==> config.mk <==
export PLATFORM = sky130hd
export DESIGN_NAME = ordered_dither_nibble_pixels_unit
export DESIGN_NICKNAME = d
export VERILOG_FILES = /design/src/rtl/odnp_pkg.sv /design/src/rtl/ordered_dither_nibble_pixels_unit.sv /design/src/rtl/odnp_lane.sv /design/src/rtl/odnp_merge.sv
export SDC_FILE = /design/constraint.sdc
export NUM_CORES = 1
export LEC_CHECK = 0
export BUFFER_PORTS_ARGS = -buffer_cell sky130_fd_sc_hd__buf_4
export CORE_ASPECT_RATIO = 2
export CORE_MARGIN = 2
export CORE_UTILIZATION = 55
export DETAILED_ROUTE_END_ITERATION = 7
export HOLD_SLACK_MARGIN = 0.08
export PLACE_DENSITY_LB_ADDON = 0.08
export SLEW_MARGIN = 20
export SYNTH_ARGS = -nofsm -noshare
export SYNTH_HDL_FRONTEND = slang
export SYNTH_HIERARCHICAL = 1
export SYNTH_SLANG_ARGS = --single-unit
==> constraint.sdc <==
create_clock -name clk -period 6.65 [get_ports clk]
set_input_delay 1.33 -clock clk [delete_from_list [all_inputs] [get_ports clk]]
set_output_delay 1.33 -clock clk [all_outputs]
set_load 0.005 [all_outputs]
==> src/rtl/odnp_pkg.sv <==
// Shared types, constants and lookup tables for the nibble-pixel ordered dither.
// No dependencies; imported by every module of the block.
`default_nettype none

package odnp_pkg;

  localparam int unsigned NIB_W   = 4;
  localparam int unsigned LEVEL_W = 6;
  localparam int unsigned ROW_W   = 3;
  localparam int unsigned BCOL_W  = 2;
  localparam int unsigned COL_W   = BCOL_W + 1;
  localparam int unsigned PAIR_W  = 2 * NIB_W;
  localparam int unsigned LANES   = 2;

  // Configuration register indexes
  localparam int unsigned CFG_IDX_W = 2;
  typedef enum logic [CFG_IDX_W-1:0] {
    REG_DITHER_MODE = 2'd0,
    REG_LIGHT_INDEX = 2'd1,
    REG_DARK_INDEX  = 2'd2,
    REG_UNUSED      = 2'd3
  } cfg_reg_t;
  localparam int unsigned CFG_DATA_W = NIB_W;

  localparam logic             MODE_THRESHOLD  = 1'b0;
  localparam logic             MODE_PATTERN    = 1'b1;
  localparam logic [LEVEL_W-1:0] FIXED_THRESHOLD = 6'd31;

  localparam logic [NIB_W-1:0] LIGHT_RESET = 4'd15;
  localparam logic [NIB_W-1:0] DARK_RESET  = 4'd0;

  // Live configuration handed to every lane
  typedef struct packed {
    logic             mode;
    logic [NIB_W-1:0] light;
    logic [NIB_W-1:0] dark;
  } cfg_t;

  // Color index to 6-bit intensity
  localparam logic [LEVEL_W-1:0] INTENSITY [16] = '{
    6'd0,  6'd4,  6'd24, 6'd29, 6'd12, 6'd17, 6'd24, 6'd42,
    6'd21, 6'd25, 6'd45, 6'd50, 6'd33, 6'd38, 6'd58, 6'd63
  };

  // 8x8 Bayer matrix, indexed by {row, col}
  localparam logic [LEVEL_W-1:0] BAYER [64] = '{
    6'd0,  6'd32, 6'd8,  6'd40, 6'd2,  6'd34, 6'd10, 6'd42,
    6'd48, 6'd16, 6'd56, 6'd24, 6'd50, 6'd18, 6'd58, 6'd26,
    6'd12, 6'd44, 6'd4,  6'd36, 6'd14, 6'd46, 6'd6,  6'd38,
    6'd60, 6'd28, 6'd52, 6'd20, 6'd62, 6'd30, 6'd54, 6'd22,
    6'd3,  6'd35, 6'd11, 6'd43, 6'd1,  6'd33, 6'd9,  6'd41,
    6'd51, 6'd19, 6'd59, 6'd27, 6'd49, 6'd17, 6'd57, 6'd25,
    6'd15, 6'd47, 6'd7,  6'd39, 6'd13, 6'd45, 6'd5,  6'd37,
    6'd63, 6'd31, 6'd55, 6'd23, 6'd61, 6'd29, 6'd53, 6'd21
  };

endpackage : odnp_pkg

`default_nettype wire

==> src/rtl/ordered_dither_nibble_pixels_unit.sv <==
// Ordered dither of two 4-bit pixels per byte: two judging lanes and a merge stage.
// Accepted results are registered before out_valid. Throughput: one byte per
// cycle without out_stall, set by the single output register; a one-entry skid absorbs stall.
// Reset (rst_n low, synchronous): pipeline empties, mode = threshold,
// light index = 15, dark index = 0. Config port is always ready.
`default_nettype none

module ordered_dither_nibble_pixels_unit (
  input  wire logic                            clk,
  input  wire logic                            rst_n,
  input  wire logic                            in_valid,
  output logic                                 in_stall,
  input  wire logic [odnp_pkg::PAIR_W-1:0]     in_pixel_pair,
  input  wire logic [odnp_pkg::ROW_W-1:0]      in_tile_row,
  input  wire logic [odnp_pkg::BCOL_W-1:0]     in_tile_byte_col,
  output logic                                 out_valid,
  input  wire logic                            out_stall,
  output logic      [odnp_pkg::PAIR_W-1:0]     out_dithered_pair,
  input  wire logic                            cfg_valid,
  output logic                                 cfg_ready,
  input  wire logic [odnp_pkg::CFG_IDX_W-1:0]  cfg_index,
  input  wire logic [odnp_pkg::CFG_DATA_W-1:0] cfg_data
);
  import odnp_pkg::*;

  cfg_t             cfg_r, cfg_nxt;
  logic [NIB_W-1:0] lane_nib [LANES];

  // Configuration registers
  assign cfg_ready = 1'b1;

  always_comb begin
    cfg_nxt = cfg_r;
    if (cfg_valid) begin
      unique case (cfg_reg_t'(cfg_index))
        REG_DITHER_MODE: cfg_nxt.mode  = cfg_data[0];
        REG_LIGHT_INDEX: cfg_nxt.light = cfg_data[NIB_W-1:0];
        REG_DARK_INDEX:  cfg_nxt.dark  = cfg_data[NIB_W-1:0];
        default:         cfg_nxt       = cfg_r;
      endcase
    end
  end

  always_ff @(posedge clk) begin
    if (!rst_n) begin
      cfg_r.mode  <= MODE_THRESHOLD;
      cfg_r.light <= LIGHT_RESET;
      cfg_r.dark  <= DARK_RESET;
    end else begin
      cfg_r <= cfg_nxt;
    end
  end

  // One lane per nibble; lane 0 takes the high (left) nibble
  for (genvar g = 0; g < LANES; g++) begin : g_lane
    odnp_lane u_lane (
      .nib     (in_pixel_pair[(LANES-1-g)*NIB_W +: NIB_W]),
      .row     (in_tile_row),
      .col     ({in_tile_byte_col, 1'(g)}),
      .cfg     (cfg_r),
      .nib_out (lane_nib[g])
    );
  end

  // Merge and output buffering
  odnp_merge u_merge (
    .clk       (clk),
    .rst_n     (rst_n),
    .in_valid  (in_valid),
    .in_stall  (in_stall),
    .lane_nib  (lane_nib),
    .out_valid (out_valid),
    .out_stall (out_stall),
    .out_pair  (out_dithered_pair)
  );

endmodule : ordered_dither_nibble_pixels_unit

`default_nettype wire

==> src/rtl/odnp_lane.sv <==
// One dither lane: judges a single 4-bit pixel against threshold or Bayer entry.
// Depends on odnp_pkg for the intensity and Bayer tables.
`default_nettype none

module odnp_lane (
  input  wire logic [odnp_pkg::NIB_W-1:0] nib,
  input  wire logic [odnp_pkg::ROW_W-1:0] row,
  input  wire logic [odnp_pkg::COL_W-1:0] col,
  input  wire odnp_pkg::cfg_t             cfg,
  output logic      [odnp_pkg::NIB_W-1:0] nib_out
);
  import odnp_pkg::*;

  logic [LEVEL_W-1:0] level;
  logic [LEVEL_W-1:0] limit;

  // Table lookups and compare
  always_comb begin
    level   = INTENSITY[nib];
    limit   = (cfg.mode == MODE_PATTERN) ? BAYER[{row, col}] : FIXED_THRESHOLD;
    nib_out = (level > limit) ? cfg.light : cfg.dark;
  end

endmodule : odnp_lane

`default_nettype wire

==> src/rtl/odnp_merge.sv <==
// Merge stage: packs the lane nibbles into one byte and holds it in an
// output register backed by a skid register. Depends on odnp_pkg.
`default_nettype none

module odnp_merge (
  input  wire logic                        clk,
  input  wire logic                        rst_n,
  input  wire logic                        in_valid,
  output logic                             in_stall,
  input  wire logic [odnp_pkg::NIB_W-1:0]  lane_nib [odnp_pkg::LANES],
  output logic                             out_valid,
  input  wire logic                        out_stall,
  output logic      [odnp_pkg::PAIR_W-1:0] out_pair
);
  import odnp_pkg::*;

  logic              main_v_r, main_v_nxt;
  logic              skid_v_r, skid_v_nxt;
  logic [PAIR_W-1:0] main_r, main_nxt;
  logic [PAIR_W-1:0] skid_r, skid_nxt;
  logic [PAIR_W-1:0] packed_pair;
  logic              in_xfer;
  logic              out_xfer;

  // Lane 0 is the left pixel in the high nibble
  assign packed_pair = {lane_nib[0], lane_nib[1]};

  assign in_stall  = skid_v_r;
  assign in_xfer   = in_valid && !skid_v_r;
  assign out_xfer  = main_v_r && !out_stall;
  assign out_valid = main_v_r;
  assign out_pair  = main_r;

  // Output register / skid control
  always_comb begin
    main_v_nxt = main_v_r;
    skid_v_nxt = skid_v_r;
    main_nxt   = main_r;
    skid_nxt   = skid_r;
    if (skid_v_r) begin
      if (out_xfer) begin
        main_nxt   = skid_r;
        skid_v_nxt = 1'b0;
      end
    end else if (in_xfer) begin
      if (main_v_r && !out_xfer) begin
        skid_nxt   = packed_pair;
        skid_v_nxt = 1'b1;
      end else begin
        main_nxt   = packed_pair;
        main_v_nxt = 1'b1;
      end
    end else if (out_xfer) begin
      main_v_nxt = 1'b0;
    end
  end

  always_ff @(posedge clk) begin
    if (!rst_n) begin
      main_v_r <= 1'b0;
      skid_v_r <= 1'b0;
    end else begin
      main_v_r <= main_v_nxt;
      skid_v_r <= skid_v_nxt;
    end
  end

  // Payload registers, no reset
  always_ff @(posedge clk) begin
    main_r <= main_nxt;
    skid_r <= skid_nxt;
  end

endmodule : odnp_merge

`default_nettype wire
# After elaboration in Yosys (flattened, before gate mapping)
# Memory sizes are Yosys's and may differ from the RTL's.
# Cells that the tools add are included.
# word_totals
ff_bits,27
rom_bits,960
inputBits,24
output_inout_bits,11
memories,4
# mem_list
memory,words,word_bits,read_ports,rd_clocked_by_memory_dff,write_ports,line_no,source
(name not given),64,6,1,0,0,odnp_lane.sv:20,"limit = (cfg.mode == MODE_PATTERN) ? BAYER[{row, col}] : FIXED_THRESHOLD;"
(name not given),64,6,1,0,0,odnp_lane.sv:20,
(name not given),16,6,1,0,0,odnp_lane.sv:19,level = INTENSITY[nib];
(name not given),16,6,1,0,0,odnp_lane.sv:19,
# classes
order_cmp,6
n_eq_ne,5
n_mux,23
bitwise,5
n_reduce_logical,15
# op_table
operator,count
6-bit two-way mux,10
8-bit two-way mux,4
7-bit greater-or-equal comparator (second input constant),2
6-bit NOT with 7-bit output,2
6-bit > comparator,2
5-bit greater-or-equal comparator (second input constant),2
4-bit NOT with 5-bit output,2
3-bit AND reduction,3
4-bit two-way mux,2
1-bit two-way mux,7
2-bit AND reduction,3
2-bit != test (second input constant),2
2-bit nonzero test,2
1-bit logical AND,3
1-bit logical NOT,3
2-bit by 1-bit equality test with 1-bit output (second input constant),1
2-bit equality test (second input constant),1
2-bit logical NOT,1
2-bit by 1-bit != test with 1-bit output (second input constant),1
1-bit NOT,1

# Depth between registers and ports, before layout
# Gate-level depths: netlist of run 1.
# logic_depth
depth_word,10
mapped_depth,11

# Hierarchy
# Netlist of run 1, hierarchy kept.
# by_module_without_submodules
mod,instances,cells_per_inst,area_per_inst_um2,seq_area_each_um2
odnp_lane,2,72,549.3,0.0
odnp_merge,1,37,723.2,520.5
ordered_dither_nibble_pixels_unit,1,43,400.4,180.2

# Least setup slack after synthesis of run 1
# Ideal clock, no wire load.
# synth_path
kind,in2reg
start,input in_pixel_pair[3] (netlist name)
end,"register u_merge.main_r[1], in the netlist u_merge/out_pair[1] (data pin)"
setup_time_ns,0.260
t_arrival_ns,3.297
slack_ns,3.092
cell_stages,11
path_buffers,2
path_cell_list,buf_2 nor2b_1 nor3_1 a221oi_1 ha_1 and4_1 and3_2 buf_2 nand2_1 o311ai_2 mux2_4
# synth_lines
element,line_no,source
"start, declared",ordered_dither_nibble_pixels_unit.sv:13,"input wire logic [odnp_pkg::PAIR_W-1:0] in_pixel_pair,"
"end signal, assigned",odnp_merge.sv:70,main_r <= main_nxt;
"end, declared",odnp_merge.sv:19,"logic [PAIR_W-1:0] main_r, main_nxt;"

==> results of run 1 <==
==> stage by stage <==
stage | power (W) | utilization, % | setup WS (ns) | std cells
after CTS | 0.0003987 | 65.08 | 3.149 | 305
after detailed placement | 0.0003118 | 63.92 | 2.862 | 301
after global routing | 0.0004172 | 65.08 | 2.980 | 305
after global placement | 0.0003098 | 63.92 | 2.893 | 301
after floorplan | 0.0002740 | - | 3.092 | 225
final | 0.0003967 | 65.08 | 3.172 | 305
==> power breakdown <==
part	internal, W	switching, W	total [W]
clock	0.0000429	0.0000464	0.0000893
combinational	0.0000592	0.0000491	0.000108
sequential	0.000191	0.00000779	0.000199
==> cell type report <==
type	instances	area share, %
inverters	18	2.673
repair buffers	33	9.802
flip-flops and latches	27	27.72
multi-input cells	172	55.50
well taps	51	2.525
clock buffers	4	1.782
==> worst max-delay path, cell delays in order <==
cell and delay (ns):
buf_4 0.12, inv_1 0.07, ha_1 0.30, inv_1 0.05, a221oi_1 0.30, ha_1 0.30
a21o_1 0.16, nand3_1 0.15, and4b_4 0.31, o311ai_2 0.12, mux2_4 0.28
==> synthesized netlist by cell type, types with 3 or more instances <==
master / number / share of area (%)
a21oi_1: 10 / 2.3
and2_1: 4 / 1.1
xnor2_1: 4 / 1.6
o211ai_1: 4 / 1.4
mux2_4: 7 / 4.7
dfxtp_1: 11 / 9.9
nand4b_1: 4 / 1.6
buf_2: 5 / 1.1
nand4_1: 8 / 2.3
inv_1: 18 / 3.0
mux2i_1: 7 / 3.2
xor2_1: 4 / 1.6
nand2_1: 23 / 3.9
nor2_1: 9 / 1.5
o311ai_2: 8 / 5.9
o21ai_2: 3 / 1.2
a221oi_1: 4 / 1.6
nor2b_1: 19 / 5.3
edfxtp_1: 16 / 22
ha_1: 24 / 14
==> kinds of logic after synthesis <==
| group | share of synthesized area, % |
|---|---|
| multiplexers | 8.390 |
| AO/OA/AOI/OAI | 15.60 |
| other | 0.3380 |
| XOR/XNOR | 3.153 |
| adder cells (fa/ha/maj) | 13.51 |
| flip-flops | 31.53 |
| buffers and inverters | 5.518 |
| AND/OR/NAND/NOR | 21.96 |
==> path summary, 6_finish.rpt <==
check                        start                   to  slack (ns)
setup / recovery  in_pixel_pair[4]  u_merge/out_pair[5]        3.17
hold / removal            cfg_r[6]             cfg_r[6]        0.53
setup reg to reg          cfg_r[8]  u_merge/out_pair[5]        4.34
hold reg to reg           cfg_r[6]             cfg_r[6]        0.53
==> per-layer routing <==
metal,global-route usage (%),up-vias
met2,39.95,33
met4,11.19,0
li1,-,866
met3,1.115,12
met5,0,-
met1,18.01,785
==> flip-flops by register name, indices dropped and copies added (netlist names) <==
register           cells
u_merge/skid_r         8
u_merge/out_valid      1
u_merge/out_pair       8
u_merge/in_stall       1
cfg_r                  9
==> out/metrics.cfg, run 1 <==
[clocking]
cts-buffers-inserted = 3
cts-resized-gates = 0
root_buffer = clkbuf_8
cts_hold_buf = 0
clkSinkCount = 27
clk_pin_slew_worst_paths_ns = 0.09
cts-htree-levels = 1
clk_path_buf_depth = 2
cts_tree = done
postCtsSetupBuffers = 0
clock_latency_ns = 0.27

[place]
gp_congestion = 0.8023
io_buffers = 33
dp_hpwl_um = 3387
post_dp_cell_area_um2 = 2482

[cells_and_area]
n_antenna_cell = 0
design_area_um2 = 2527
nets = 303
final_cell_mix = buf_4 (33), ha_1 (24), nand2_1 (23)
seq_area_um2 = 700.7
final_layout_size_suffix_gt1_share_pct = 24.80
multi_input_area_um2 = 1403
final_common_cell = buf_4
fill_cells = 326
syn_to_final_growth_pct = 13.74

[detailed_routing]
highest_layer = met4
antenna_left = 0
wirelength_um = 4059
wl_met2_um = 2319
vias_per_cell = 5.561
drt_iter0_markers = 47
drtPass1Iterations = 4
post_drt_wl_per_cell_um = 13.31
via_count = 1696
wl_met3_um = 71
drc = 0
drt-met1-wl_um = 1494

[timing]
hold_violations = 0
worstMarginPinSlew_ns = 0.7321
hold-worst-slack_ns = 0.5338
setup_viol = 0
post-route-period-util_pct = 52.30
finalCriticalPeriod_ns = 3.478
fin_worst_skew_ns = 0.01005
max_freq_ghz = 0.2875
tns_ns = 0
drv_slew = 0
rsz0062_at_grt = no
slew_headroom_pct = 51.09

[logic_synthesis]
yosysUniqueCellTypes = 40
yosysWarnings = 6
synth-async-reset-ratio_pct = 0
synth.avg_cell_area_um2 = 9.920
synth-edff-count = 16
netlist_area_um2 = 2222
ys_ff_latch = 27
synth_cells = 224
synthFlopType = edfxtp_1
ys_seq_area_share_pct = 31.53

[floorplan]
die_w_um = 48.95
io_pins = 35
die_h_um = 93.89
die-area_um2 = 4595
core_area_um2 = 3884
initial_core_util_pct = 57.22
row_count = 32

[setup_path]
worstPathMaxFanout = 6
path_class = in -> reg
worst_ep_required_time_ns = 6.67
critPathCaptureType = register
worstRegToRegCells = 7
start_kind = input pin
crit_arrival_ns = 3.50

[grt]
grt_usage_pct = 19.46
grt_overflow_total = 0
grt_start_max_net_pins = 16
antenna_found_initial = 0
grt_pass1_vias = 1663
grt_pass1_wl_um = 6948

[power]
powerDensity_nw_per_um2 = 157.0
p_leak_nw = 1.133
ir_drop_mv = 0.08019

[worst_hold_path]
hp-class = reg -> reg
holdPathStages = 2

[status]
outcome = complete, no violations

[job]
maxCapViolations = 0

Power figures use the tool's default switching activity.
==> run 2, diff against run 1 <==
Settings changed: CORE_UTILIZATION 55 to 52.
Clock period 6.65 ns to 3 ns, I/O delays scaled along.
==> out/metrics.cfg, run 2 (synthesis results as in run 1) <==
[status]
outcome = complete, no violations

[timing]
hold_violations = 0
max_freq_ghz = 0.3628
finalCriticalPeriod_ns = 2.756
worstMarginPinSlew_ns = 0.7568
fin_worst_skew_ns = 0.007750
rsz0062_at_grt = no
post-route-period-util_pct = 91.88
drv_slew = 0
tns_ns = 0
setup_viol = 0
slew_headroom_pct = 49.44
hold-worst-slack_ns = 0.5315

[clocking]
cts-htree-levels = 1
cts-buffers-inserted = 3
clkSinkCount = 27
root_buffer = clkbuf_8
cts-resized-gates = 0
cts_tree = done
postCtsSetupBuffers = 0
cts_hold_buf = 0
clock_latency_ns = 0.28
clk_path_buf_depth = 2
clk_pin_slew_worst_paths_ns = 0.09

[place]
dp_hpwl_um = 3658
post_dp_cell_area_um2 = 2529
gp_congestion = 0.7750
io_buffers = 33
numPlacedInstances = 308

[floorplan]
die_h_um = 96.45
die_w_um = 50.23
die-area_um2 = 4844
io_pins = 35
initial_core_util_pct = 54.36
core_area_um2 = 4088
row_count = 33

[cells_and_area]
multi_input_area_um2 = 1403
postLayoutCoreUtil_pct = 63.02
final_common_cell = buf_4
final_cell_mix = buf_4 (39), ha_1 (24), nand2_1 (23)
registers.top_by_ff_count = cfg_r
fill_cells = 367
final_layout_size_suffix_gt1_share_pct = 26.92
seq_area_um2 = 700.7
largest_register_ffs = 9
syn_to_final_growth_pct = 15.93
n_antenna_cell = 0
design_area_um2 = 2576
instances_no_fill = 312
nets = 309

[worst_hold_path]
hp-class = reg -> reg

[grt]
antenna_found_initial = 0
grt_usage_pct = 19.92
grt_start_max_net_pins = 17
grt_pass1_wl_um = 7514
grt_pass1_vias = 1699
grt_overflow_total = 0

[detailed_routing]
post_drt_wl_per_cell_um = 13.84
drtPass1Iterations = 4
vias_per_cell = 5.571
via_count = 1738
drc = 0
antenna_left = 0
wirelength_um = 4317
drt_iter0_markers = 36

[setup_path]
start_kind = input pin
worst_ep_required_time_ns = 3.04
crit_chain = buf_4 > inv_1 > ha_1 > inv_1 > a221oi_1 > ha_1 > and4_1 > and3_2 > nand2_1 > o311ai_2 > mux2_4
path_class = in -> reg
cp_top_family = adder cells
crit_arrival_ns = 2.79
worstPathMaxFanout = 8
crit_buf_inv = 3
cpPeakStageDelay_ns = 0.32
critPathCaptureType = register
slowest_stage = a221oi_1

[power]
powerDensity_nw_per_um2 = 347.2
ir_drop_mv = 0.2473
p_leak_nw = 1.164

[job]
maxCapViolations = 0

run 2: cell count changes in the layout (fill, tap and decap cells not counted):
| cell | before | now |
|---|---|---|
| buf_4 | 33 | 39 |
| clkbuf_1 | 1 | 0 |
| inv_4 | 0 | 1 |
run 2: worst register-to-register path, delay by kind of cell (launching register included):
kind | cells | cell delay, ns
and+or+nand+nor | 3 | 0.67
DFF | 1 | 0.56
muxes | 1 | 0.29
AOI/OAI and AO/OA | 2 | 0.28
adders and majority gates | 1 | 0.24
run 2: layout make-up:
cell class                      instances  area share, %
Clock buffer                            3          1.603
Clock inverter                          1         0.2428
Inverter                               18          2.623
Multi-Input combinational cell        172          54.44
Sequential cell                        27          27.20
Tap cell                               52          2.525
Timing Repair Buffer                   39          11.36
run 2: final timing paths:
kind | start | endpoint | slack, ns | depth (start not counted)
hold reg to reg | cfg_r[7] | cfg_r[7] | 0.53 | 2
setup reg to reg | cfg_r[8] | u_merge/out_pair[6] | 0.72 | 7
hold / removal | cfg_r[7] | cfg_r[7] | 0.53 | 2
setup / recovery | in_pixel_pair[0] | u_merge/out_pair[1] | 0.24 | 11
run 2: layer usage:
| layer | GRT usage [%] | part of all wire, % | vias to the layer above |
|---|---|---|---|
| met4 | 9.491 | 3.4 | 0 |
| li1 | - | - | 876 |
| met2 | 40.57 | 58 | 38 |
| met5 | 0 | 0 | - |
| met3 | 1.231 | 2.6 | 12 |
| met1 | 19.44 | 36 | 812 |
run 2: metrics by stage:
step	power [W]	worst slack (ns)
finish	0.0008945	0.2437
detailed placement	0.0006981	-0.04456
CTS	0.0009008	0.2376
global placement	0.0006910	-0.01258
global route	0.0009409	0.08142
floorplan	0.0006073	0.1723
run 2: power by group:
part	total, W	switching, W	internal [W]	leakage (nW)
Combinational	0.000246	0.000111	0.000134	0.896
Clock	0.000207	0.000112	0.0000950	0.0260
Sequential	0.000442	0.0000175	0.000424	0.242
